## src/design/obstacle_speed_limiter_unit_defines.svh

```systemverilog
// Assertion macros used by the speed limiter top level.
// Files that check their own logic take this header by include.
`ifndef OBSTACLE_SPEED_LIMITER_UNIT_DEFINES_SVH
`define OBSTACLE_SPEED_LIMITER_UNIT_DEFINES_SVH

// Same-cycle implication, sampled on clk_i, off during reset.
`define OSL_ASSERT_IMP(lbl, ante, cons, msg) \
  lbl: assert property (@(posedge clk_i) disable iff (!rst_ni) (ante) |-> (cons)) \
    else $error(msg);

// Next-cycle implication, sampled on clk_i, off during reset.
`define OSL_ASSERT_NXT(lbl, ante, cons, msg) \
  lbl: assert property (@(posedge clk_i) disable iff (!rst_ni) (ante) |=> (cons)) \
    else $error(msg);

`endif

```

## src/design/osl_pkg.sv

```systemverilog
// Package for the obstacle speed limiter: widths, codes and the tangent table.
// Used by osl_serdiv and obstacle_speed_limiter_unit.
package osl_pkg;

  localparam int VelW   = 16;
  localparam int DistW  = 16;
  localparam int BeamW  = 9;
  localparam int ZoneW  = 2;
  localparam int NumBeams = 512;
  localparam int BeamAw = $clog2(NumBeams);
  localparam int AngW   = 7;
  localparam int TanW   = 32;

  localparam logic FuncLoad  = 1'b0;
  localparam logic FuncQuery = 1'b1;

  localparam logic [ZoneW-1:0] ZoneClear = 2'd0;
  localparam logic [ZoneW-1:0] ZoneScale = 2'd1;
  localparam logic [ZoneW-1:0] ZoneStop  = 2'd2;
  localparam logic [ZoneW-1:0] ZoneRsvd  = 2'd3;

  localparam logic CfgMaxDist = 1'b0;
  localparam logic CfgMinDist = 1'b1;

  localparam logic [DistW-1:0] MaxDistRst = 16'd1000;
  localparam logic [DistW-1:0] MinDistRst = 16'd200;

  typedef logic [TanW-1:0] tan_t [0:89];

  // Build tan(k deg) in Q24 from truncated Taylor series in Q30.
  function automatic tan_t build_tan();
    tan_t        t;
    logic [63:0] rad;
    logic [63:0] x2;
    logic [63:0] ts;
    logic [63:0] tc;
    longint      s;
    longint      c;
    t[0] = '0;
    for (int k = 1; k < 90; k++) begin
      rad = (64'(k) * 64'd3373259426 + 64'd90) / 64'd180;
      x2  = (rad * rad) >> 30;
      s   = longint'(rad);
      c   = longint'(64'd1 << 30);
      ts  = rad;
      tc  = 64'd1 << 30;
      for (int n = 1; n <= 12; n++) begin
        ts = ((ts * x2) >> 30) / 64'((2 * n) * (2 * n + 1));
        tc = ((tc * x2) >> 30) / 64'((2 * n - 1) * (2 * n));
        if ((n % 2) == 1) begin
          s = s - longint'(ts);
          c = c - longint'(tc);
        end else begin
          s = s + longint'(ts);
          c = c + longint'(tc);
        end
      end
      if (c <= 0) c = 1;
      if (s < 0) s = 0;
      t[k] = TanW'(((64'(s) << 24) + 64'(c) / 64'd2) / 64'(c));
    end
    t[45] = TanW'(64'd1 << 24);
    return t;
  endfunction

  localparam tan_t TanQ24 = build_tan();

endpackage

```

## src/design/osl_serdiv.sv

```systemverilog
// Bit-serial restoring divider: one quotient bit per cycle.
// Needs osl_pkg; the dividend's upper half must be below the divisor.
module osl_serdiv (
  input  logic                       clk_i,
  input  logic                       rst_ni,
  input  logic                       start_i,
  input  logic [2*osl_pkg::VelW-1:0] dividend_i,
  input  logic [osl_pkg::DistW-1:0]  divisor_i,
  output logic                       done_o,
  output logic [osl_pkg::VelW-1:0]   quot_o
);
  import osl_pkg::*;

  localparam int CntW = $clog2(VelW);

  logic [DistW-1:0] rem_q, rem_d;
  logic [VelW-1:0]  sh_q, sh_d;
  logic [CntW-1:0]  cnt_q, cnt_d;
  logic             busy_q, busy_d;
  logic             done_q, done_d;
  logic [DistW:0]   trial;

  // Shift one dividend bit into the remainder and try the subtract
  always_comb begin
    trial  = {rem_q, sh_q[VelW-1]};
    rem_d  = rem_q;
    sh_d   = sh_q;
    cnt_d  = cnt_q;
    busy_d = busy_q;
    done_d = 1'b0;
    if (start_i) begin
      rem_d  = dividend_i[2*VelW-1:VelW];
      sh_d   = dividend_i[VelW-1:0];
      cnt_d  = '0;
      busy_d = 1'b1;
    end else if (busy_q) begin
      if (trial >= {1'b0, divisor_i}) begin
        rem_d = DistW'(trial - {1'b0, divisor_i});
        sh_d  = {sh_q[VelW-2:0], 1'b1};
      end else begin
        rem_d = trial[DistW-1:0];
        sh_d  = {sh_q[VelW-2:0], 1'b0};
      end
      cnt_d = cnt_q + 1'b1;
      if (cnt_q == CntW'(VelW - 1)) begin
        busy_d = 1'b0;
        done_d = 1'b1;
      end
    end
  end

  // Hold control state
  always_ff @(posedge clk_i or negedge rst_ni) begin
    if (!rst_ni) begin
      busy_q <= 1'b0;
      done_q <= 1'b0;
      cnt_q  <= '0;
    end else begin
      busy_q <= busy_d;
      done_q <= done_d;
      cnt_q  <= cnt_d;
    end
  end

  // Advance the datapath
  always_ff @(posedge clk_i) begin
    rem_q <= rem_d;
    sh_q  <= sh_d;
  end

  assign done_o = done_q;
  assign quot_o = sh_q;

endmodule

```

## config.mk

```make
export PLATFORM = sky130hd
export DESIGN_NAME = osl_serdiv
export DESIGN_NICKNAME = d
export VERILOG_FILES = /design/src/design/obstacle_speed_limiter_unit_defines.svh /design/src/design/osl_pkg.sv /design/src/design/osl_serdiv.sv
export SDC_FILE = /design/constraint.sdc
export NUM_CORES = 1
export LEC_CHECK = 0
export BUFFER_PORTS_ARGS = -buffer_cell sky130_fd_sc_hd__buf_2
export CORE_MARGIN = 10
export CORE_UTILIZATION = 30
export DETAILED_ROUTE_END_ITERATION = 10
export PLACE_DENSITY = 0.58
export SLEW_MARGIN = 10
export SYNTH_ARGS = -nofsm -noshare
export SYNTH_HDL_FRONTEND = slang
export SYNTH_SLANG_ARGS = --single-unit
```

## constraint.sdc

```tcl
create_clock -name clk_i -period 2.3 [get_ports clk_i]
set_input_delay 0 -clock clk_i [delete_from_list [all_inputs] [get_ports clk_i]]
set_output_delay 0 -clock clk_i [all_outputs]
set_load 0.01 [all_outputs]
```

==> results.sh, run 1 <==
export IMPL_fmax_ghz=0.4275
export IMPL_outcome="finished, violations left"
export IMPL_crit_slowest_cell="edfxtp_1"
export IMPL_crit_fanout=8
export IMPL_post_synth_main_area_contributors="edfxtp_1 (36%), ha_1 (8.0%), mux2_2 (6.3%)"
export IMPL_place_congestion=0.8498
export IMPL_path_buf_inv=0
export IMPL_grt_pass1_wl_um=12630
export IMPL_htree_levels=2
export IMPL_dr_iter_0_viols=100
export IMPL_gr_usage_all_layers=0.1172
export IMPL_drt_vias_per_instance=4.884
export IMPL_cts_buffers_inserted=5
export IMPL_crit_path_end_kind="flip-flop"
export IMPL_route_antenna_remaining_nets=0
export IMPL_worstSetupStartpointType="flip-flop"
export IMPL_postLayoutCellArea_mm2=0.004026
export IMPL_hold_ws_ps=-10.22
export IMPL_grt_max_degree=33
export IMPL_synth_commonest_cells="edfxtp_1 (32), nand2_1 (23), inv_1 (19), nor2_1 (19), ha_1 (17)"
export IMPL_ys_warn_count=0
export IMPL_overflow=0
export IMPL_netlist_area_leader_share=0.3594
export IMPL_postSynth_asyncResetShare=0.1579
export IMPL_worst_r2r_endpoint="rem_q[10]"
export IMPL_die_w_um=114.4
export IMPL_finalSetupTns_ps=-52.70
export IMPL_layout_drive_gt1_share=0.4700
export IMPL_finalNetCount=468
export IMPL_drt_pass1_iter_count=4
export IMPL_failed_checks="hold timing, setup timing"
export IMPL_clock_sink_count=38
export IMPL_synth_area_leader_cell="edfxtp_1"
export IMPL_cts_tree="done"
export IMPL_totalPowerFinal_mw=4.855
export IMPL_ios=68
export IMPL_ff2ff_path_depth=8
export IMPL_cap_viol_max_count=0
export IMPL_setup_viol=2
export IMPL_final_critical_path_setup_slack_ps=-39.41
export IMPL_count_of_unresolved_drc_violations_after_routing=0
export IMPL_post_place_cells=472
export IMPL_finalMaxSlewViolations=0
export IMPL_core_rowCount=34
export IMPL_post_place_ws_ps=-124.0
export IMPL_worst_endpoint_required_ps=2360
export IMPL_slew_of_the_pin_with_the_lowest_slew_margin_ps=525.9
export IMPL_worst_ir_drop_on_vdd_mv=0.4435
export IMPL_synthesis_area_mm2=0.002674
export IMPL_cts_path_max_buffers=2
export IMPL_largest_stage_delay_worst_path_ps=440
export IMPL_root_buffer="clkbuf_8"
export IMPL_critPathTopFamily="compound AO/OA/AOI/OAI gates"
export IMPL_worstPathCellList="ha_4 -> and2_2 -> o221ai_2 -> and2_4 -> a31o_4 -> a21o_4 -> and3_1 -> a221o_1"
export IMPL_ys_ff_latch=38
export IMPL_arrival_ps=2400
export IMPL_synth_cells=260
export IMPL_synth_most_common_cell="edfxtp_1"
export IMPL_cp_depth=8
export IMPL_static_leakage_power_nw=1.825
export IMPL_drt_total_wl_um=7829
export IMPL_finalCriticalPeriod_ps=2339
export IMPL_hold_violations=1
export IMPL_clkTransAtPathRegs_ps=90
export IMPL_timing_setup_critical_path_class="reg -> reg"
export IMPL_start_util=0.3081
export IMPL_worst_clock_skew_ps=12.97
export IMPL_wl_per_cell_um=15.41
export IMPL_portBuffers=67
export IMPL_rsz0062_at_grt="true"
export IMPL_number_of_enable_type_register_cells_in_the_synthesized_netlist=32
export IMPL_endpoint="rem_q[10]"
export IMPL_clk_latency_ps=300
export IMPL_ff2ff_setup_slack_ps=-40
export IMPL_floorplan_core_area_mm2=0.008678
export IMPL_antenna_cells=0
export IMPL_chipHeight_um=114.4
export IMPL_finish_utilization=0.4640
export IMPL_detailed_place_hpwl_um=5761
export IMPL_synth_net_count=329
export IMPL_synth_avg_cell_area_um2=10.28
export IMPL_yosysUniqueCellTypes=57
export IMPL_synth_flop_cell="edfxtp_1"
export IMPL_r2r_start="rem_q[2]"
export IMPL_dpl_instance_area_mm2=0.003452
export IMPL_min_period_over_period=1.017
export IMPL_grt_antenna_before_repair=0
export IMPL_setup_worst_path_start="rem_q[2]"
export IMPL_grt_pass1_vias=2596
export IMPL_design_die_area_mm2=0.01309
export IMPL_worst_hold_path_type="in -> reg"
export IMPL_total_via_count_after_detailed_routing=2481
export IMPL_part_of_the_yosys_area_used_for_sequential_elements=0.4155
export IMPL_max_slew_margin_rel=0.6490
export IMPL_area_growth_from_synthesis_to_final_layout_pct=50.58
export IMPL_final_cell_count_without_fillers=508
export IMPL_power_density_mw_per_mm2=1206
## placed cells by master, fill, tap and decap left out, drive strengths merged, types with 7 or more instances in the layout
cell,n
edfxtp,32
nor2,20
xnor2,8
a21o,8
inv,19
buf,124
dlygate4sd3,18
ha,17
nand2,23
a21oi,13
o21ai,14
mux2,15
mux2i,7
## state kept, by name, indices dropped and copies added, names as in the netlist
name,count
cnt_q,4
quot_o,16
busy_q,1
rem_q,16
done_o,1
## area by class of cell
cell class	instances	area, µm²
clock buffers	5	68.82
clock inverters	3	68.82
fillers	844	4652
inverters	19	71.32
multi-input cells	193	1624
flip-flops and latches	38	1111
well taps	108	135.1
repair buffers	142	947.2
## worst register-to-register path, cell delays in order (launching register included)
cell and delay (ps):
edfxtp_1 440, ha_4 310, and2_2 160, o221ai_2 110
and2_4 160, a31o_4 230, a21o_4 230, and3_1 190
a221o_1 260
## routing by layer
metal  up-vias  wire (µm)  global-route usage
met5         -          0                   0
met4         0         62             0.02256
met3         6        449             0.03145
met2        65       3942              0.1989
met1      1170       3374              0.1454
li1       1240          -                   -
## kinds of logic (layout without fill, tap and decap cells)
| logic type | count (synthesis) | count (layout) | synth area share |
|---|---|---|---|
| fa+ha+maj | 18 | 18 | 0.08704 |
| compound gates | 69 | 69 | 0.1886 |
| xor+xnor | 11 | 11 | 0.03603 |
| flops | 38 | 38 | 0.4155 |
| mux | 22 | 22 | 0.08938 |
| buf+inv | 29 | 169 | 0.04820 |
| simple gates | 73 | 73 | 0.1352 |
## where the power goes
part           internal, mW  switching (mW)
clock                 0.435           0.284
combinational          1.62            1.39
sequential            0.998           0.131
total                  3.05            1.80
## worst min-delay path by stage
stage	cells after the start	startpoint	endpoint
detailed placement	1	rst_ni	cnt_q[3]
global placement	1	rst_ni	cnt_q[3]
global route	2	dividend_i[1]	quot_o[1]
CTS	3	dividend_i[27]	rem_q[11]
finish	3	dividend_i[27]	rem_q[11]
floorplan	0	rst_ni	busy_q
## timing repair
item	CTS	global route
pin swaps	12	21
endpoints found under the hold margin	23	0
buffers inserted	3	7
setup endpoints to repair	13	16
hold buffers	18	0
resized for setup	19	21
(Power assumes the default switching activity.)
==> run 2: changes to the inputs <==
--- a/config.mk
+++ b/config.mk
@@ -10,6 +10,7 @@
 export CORE_UTILIZATION = 30
 export DETAILED_ROUTE_END_ITERATION = 10
 export PLACE_DENSITY = 0.58
+export RECOVER_POWER = 100
 export SLEW_MARGIN = 10
 export SYNTH_ARGS = -nofsm -noshare
 export SYNTH_HDL_FRONTEND = slang
==> run 2 against run 1 <==
The flow still finishes with violations (hold timing, setup timing). Design area down 0.68%. Non-clock buffer count stayed put. Total power about the same. Die area unchanged. Count of clock-buffer cells in the layout did not move. Setup slack lost 4.9 ps. Sequential share of layout area rose by 0.19 points. Critical path depth did not move. Combinational power is essentially flat. Critical path type unchanged. Critical endpoint unchanged. Largest cell class unchanged. Largest power group unchanged.
==> results.sh, run 2 (synthesized netlist as in run 1, its figures left out) <==
export IMPL_worst_clock_skew_ps=11.90
export IMPL_worst_ir_drop_on_vdd_mv=0.4529
export IMPL_gr_usage_all_layers=0.1172
export IMPL_path_buf_inv=0
export IMPL_clkTransAtPathRegs_ps=90
export IMPL_grt_max_degree=33
export IMPL_place_congestion=0.8498
export IMPL_setup_viol=2
export IMPL_total_via_count_after_detailed_routing=2486
export IMPL_core_rowCount=34
export IMPL_clock_sink_count=38
export IMPL_global_route_met3_utilization=0.03145
export IMPL_commonest_cells_after_routing_fill_and_taps_aside="buf_4 (54), buf_2 (50), edfxtp_1 (32), nand2_1 (23), nor2_1 (19)"
export IMPL_fmax_ghz=0.4266
export IMPL_cap_viol_max_count=0
export IMPL_timing_setup_critical_path_class="reg -> reg"
export IMPL_cts_buffers_inserted=5
export IMPL_cts_tree="done"
export IMPL_finalCriticalPeriod_ps=2344
export IMPL_layout_drive_gt1_share=0.4250
export IMPL_overflow=0
export IMPL_static_leakage_power_nw=1.772
export IMPL_floorplan_core_area_mm2=0.008678
export IMPL_finalSetupTns_ps=-50.20
export IMPL_detailed_place_hpwl_um=5761
export IMPL_final_common_cell="buf_4"
export IMPL_finalMaxSlewViolations=0
export IMPL_worstSetupStartpointType="flip-flop"
export IMPL_crit_fanout=8
export IMPL_grtUsageMet2=0.1989
export IMPL_grt_met1_usage=0.1454
export IMPL_crit_slowest_cell="edfxtp_1"
export IMPL_failed_checks="hold timing, setup timing"
export IMPL_rsz0062_at_grt="true"
export IMPL_min_period_over_period=1.019
export IMPL_filler_cell_count=855
export IMPL_clk_latency_ps=300
export IMPL_drt_total_wl_um=7830
export IMPL_cts_path_max_buffers=2
export IMPL_crit_path_end_kind="flip-flop"
export IMPL_final_cell_count_without_fillers=508
export IMPL_worst_endpoint_required_ps=2360
export IMPL_route_antenna_remaining_nets=0
export IMPL_wl_per_cell_um=15.41
export IMPL_grt_pass1_vias=2596
export IMPL_ios=68
export IMPL_critPathTopFamily="compound AO/OA/AOI/OAI gates"
export IMPL_count_of_unresolved_drc_violations_after_routing=0
export IMPL_worstPathCellList="ha_4 -> and2_2 -> o221ai_2 -> and2_4 -> a31o_4 -> a21o_4 -> and3_1 -> a221o_1"
export IMPL_dr_iter_0_viols=106
export IMPL_worst_hold_path_type="in -> reg"
export IMPL_htree_levels=2
export IMPL_largest_stage_delay_worst_path_ps=440
export IMPL_grt_antenna_before_repair=0
export IMPL_ff2ff_setup_slack_ps=-40
export IMPL_outcome="finished, violations left"
export IMPL_portBuffers=67
export IMPL_post_place_ws_ps=-124.0
export IMPL_hold_violations=1
export IMPL_globalRoute_busiestLayer="met2"
export IMPL_design_die_area_mm2=0.01309
export IMPL_finalNetCount=468
export IMPL_post_place_cells=472
export IMPL_die_w_um=114.4
export IMPL_area_growth_from_synthesis_to_final_layout_pct=49.56
export IMPL_hold_ws_ps=-10.33
export IMPL_power_density_mw_per_mm2=1213
export IMPL_drt_pass1_iter_count=4
export IMPL_max_slew_margin_rel=0.4128
export IMPL_grt_pass1_wl_um=12630
export IMPL_arrival_ps=2400
export IMPL_drt_vias_per_instance=4.894
export IMPL_chipHeight_um=114.4
export IMPL_antenna_cells=0
export IMPL_final_critical_path_setup_slack_ps=-44.35
export IMPL_slew_of_the_pin_with_the_lowest_slew_margin_ps=880.8
export IMPL_root_buffer="clkbuf_8"
export IMPL_start_util=0.3081
==> run 2: metrics by stage <==
step / area [µm²] / utilization / hold WS (ps) / power, mW
after CTS: 3886 / 0.4478 / 0.3599 / 4.645
final: 3999 / 0.4608 / -10.33 / 4.850
after detailed placement: 3452 / 0.3978 / -167.1 / 3.704
after global placement: 3452 / 0.3978 / -168.9 / 3.675
after global routing: 3999 / 0.4608 / 8.601 / 5.202
after floorplan: 2686 / - / -295.6 / 2.714
==> run 2: per-layer routing <==
layer | up-vias | wire length [µm]
met2 | 54 | 3920
met1 | 1184 | 3454
met5 | - | 0
li1 | 1242 | -
met4 | 0 | 62
met3 | 6 | 393
==> run 2: path summary, 6_finish.rpt <==
| path | from | cells after the start | end |
|---|---|---|---|
| max reg2reg | rem_q[2] | 8 | rem_q[10] |
| max in group asynchronous | rst_ni | 2 | cnt_q[2] |
| min in group asynchronous | rst_ni | 2 | busy_q |
| max | rem_q[2] | 8 | rem_q[10] |
| min reg2reg | cnt_q[1] | 2 | cnt_q[1] |
| min | dividend_i[27] | 3 | rem_q[11] |
==> run 2: what timing repair did <==
item | CTS | global route
pin swaps | 12 | 21
hold buffers | 18 | 0
hold endpoints to repair | 23 | 0
setup endpoints to repair | 13 | 16
setup buffers | 3 | 7
gates resized for setup | 19 | 21
==> run 2: worst reg2reg max path: stages, from the launching register on <==
cell	delay, ps
edfxtp_1	440
ha_4	310
and2_2	160
o221ai_2	110
and2_4	160
a31o_4	230
a21o_4	240
and3_1	190
a221o_1	260
==> run 2: power breakdown <==
part | leakage (nW) | total (mW) | internal, mW | switching [mW]
Clock | 0.0683 | 0.722 | 0.435 | 0.287
Combinational | 1.29 | 3.00 | 1.61 | 1.39
Sequential | 0.414 | 1.13 | 0.998 | 0.133
Total | 1.77 | 4.85 | 3.04 | 1.81
==> run 2: cell type report <==
type | instances | area, µm² | share of cell area
Multi-Input combinational cell | 193 | 1624 | 0.4061
Sequential cell | 38 | 1111 | 0.2778
Timing Repair Buffer | 142 | 919.6 | 0.2300
Tap cell | 108 | 135.1 | 0.03379
Inverter | 19 | 71.32 | 0.01783
Clock buffer | 5 | 68.82 | 0.01721
Clock inverter | 3 | 68.82 | 0.01721
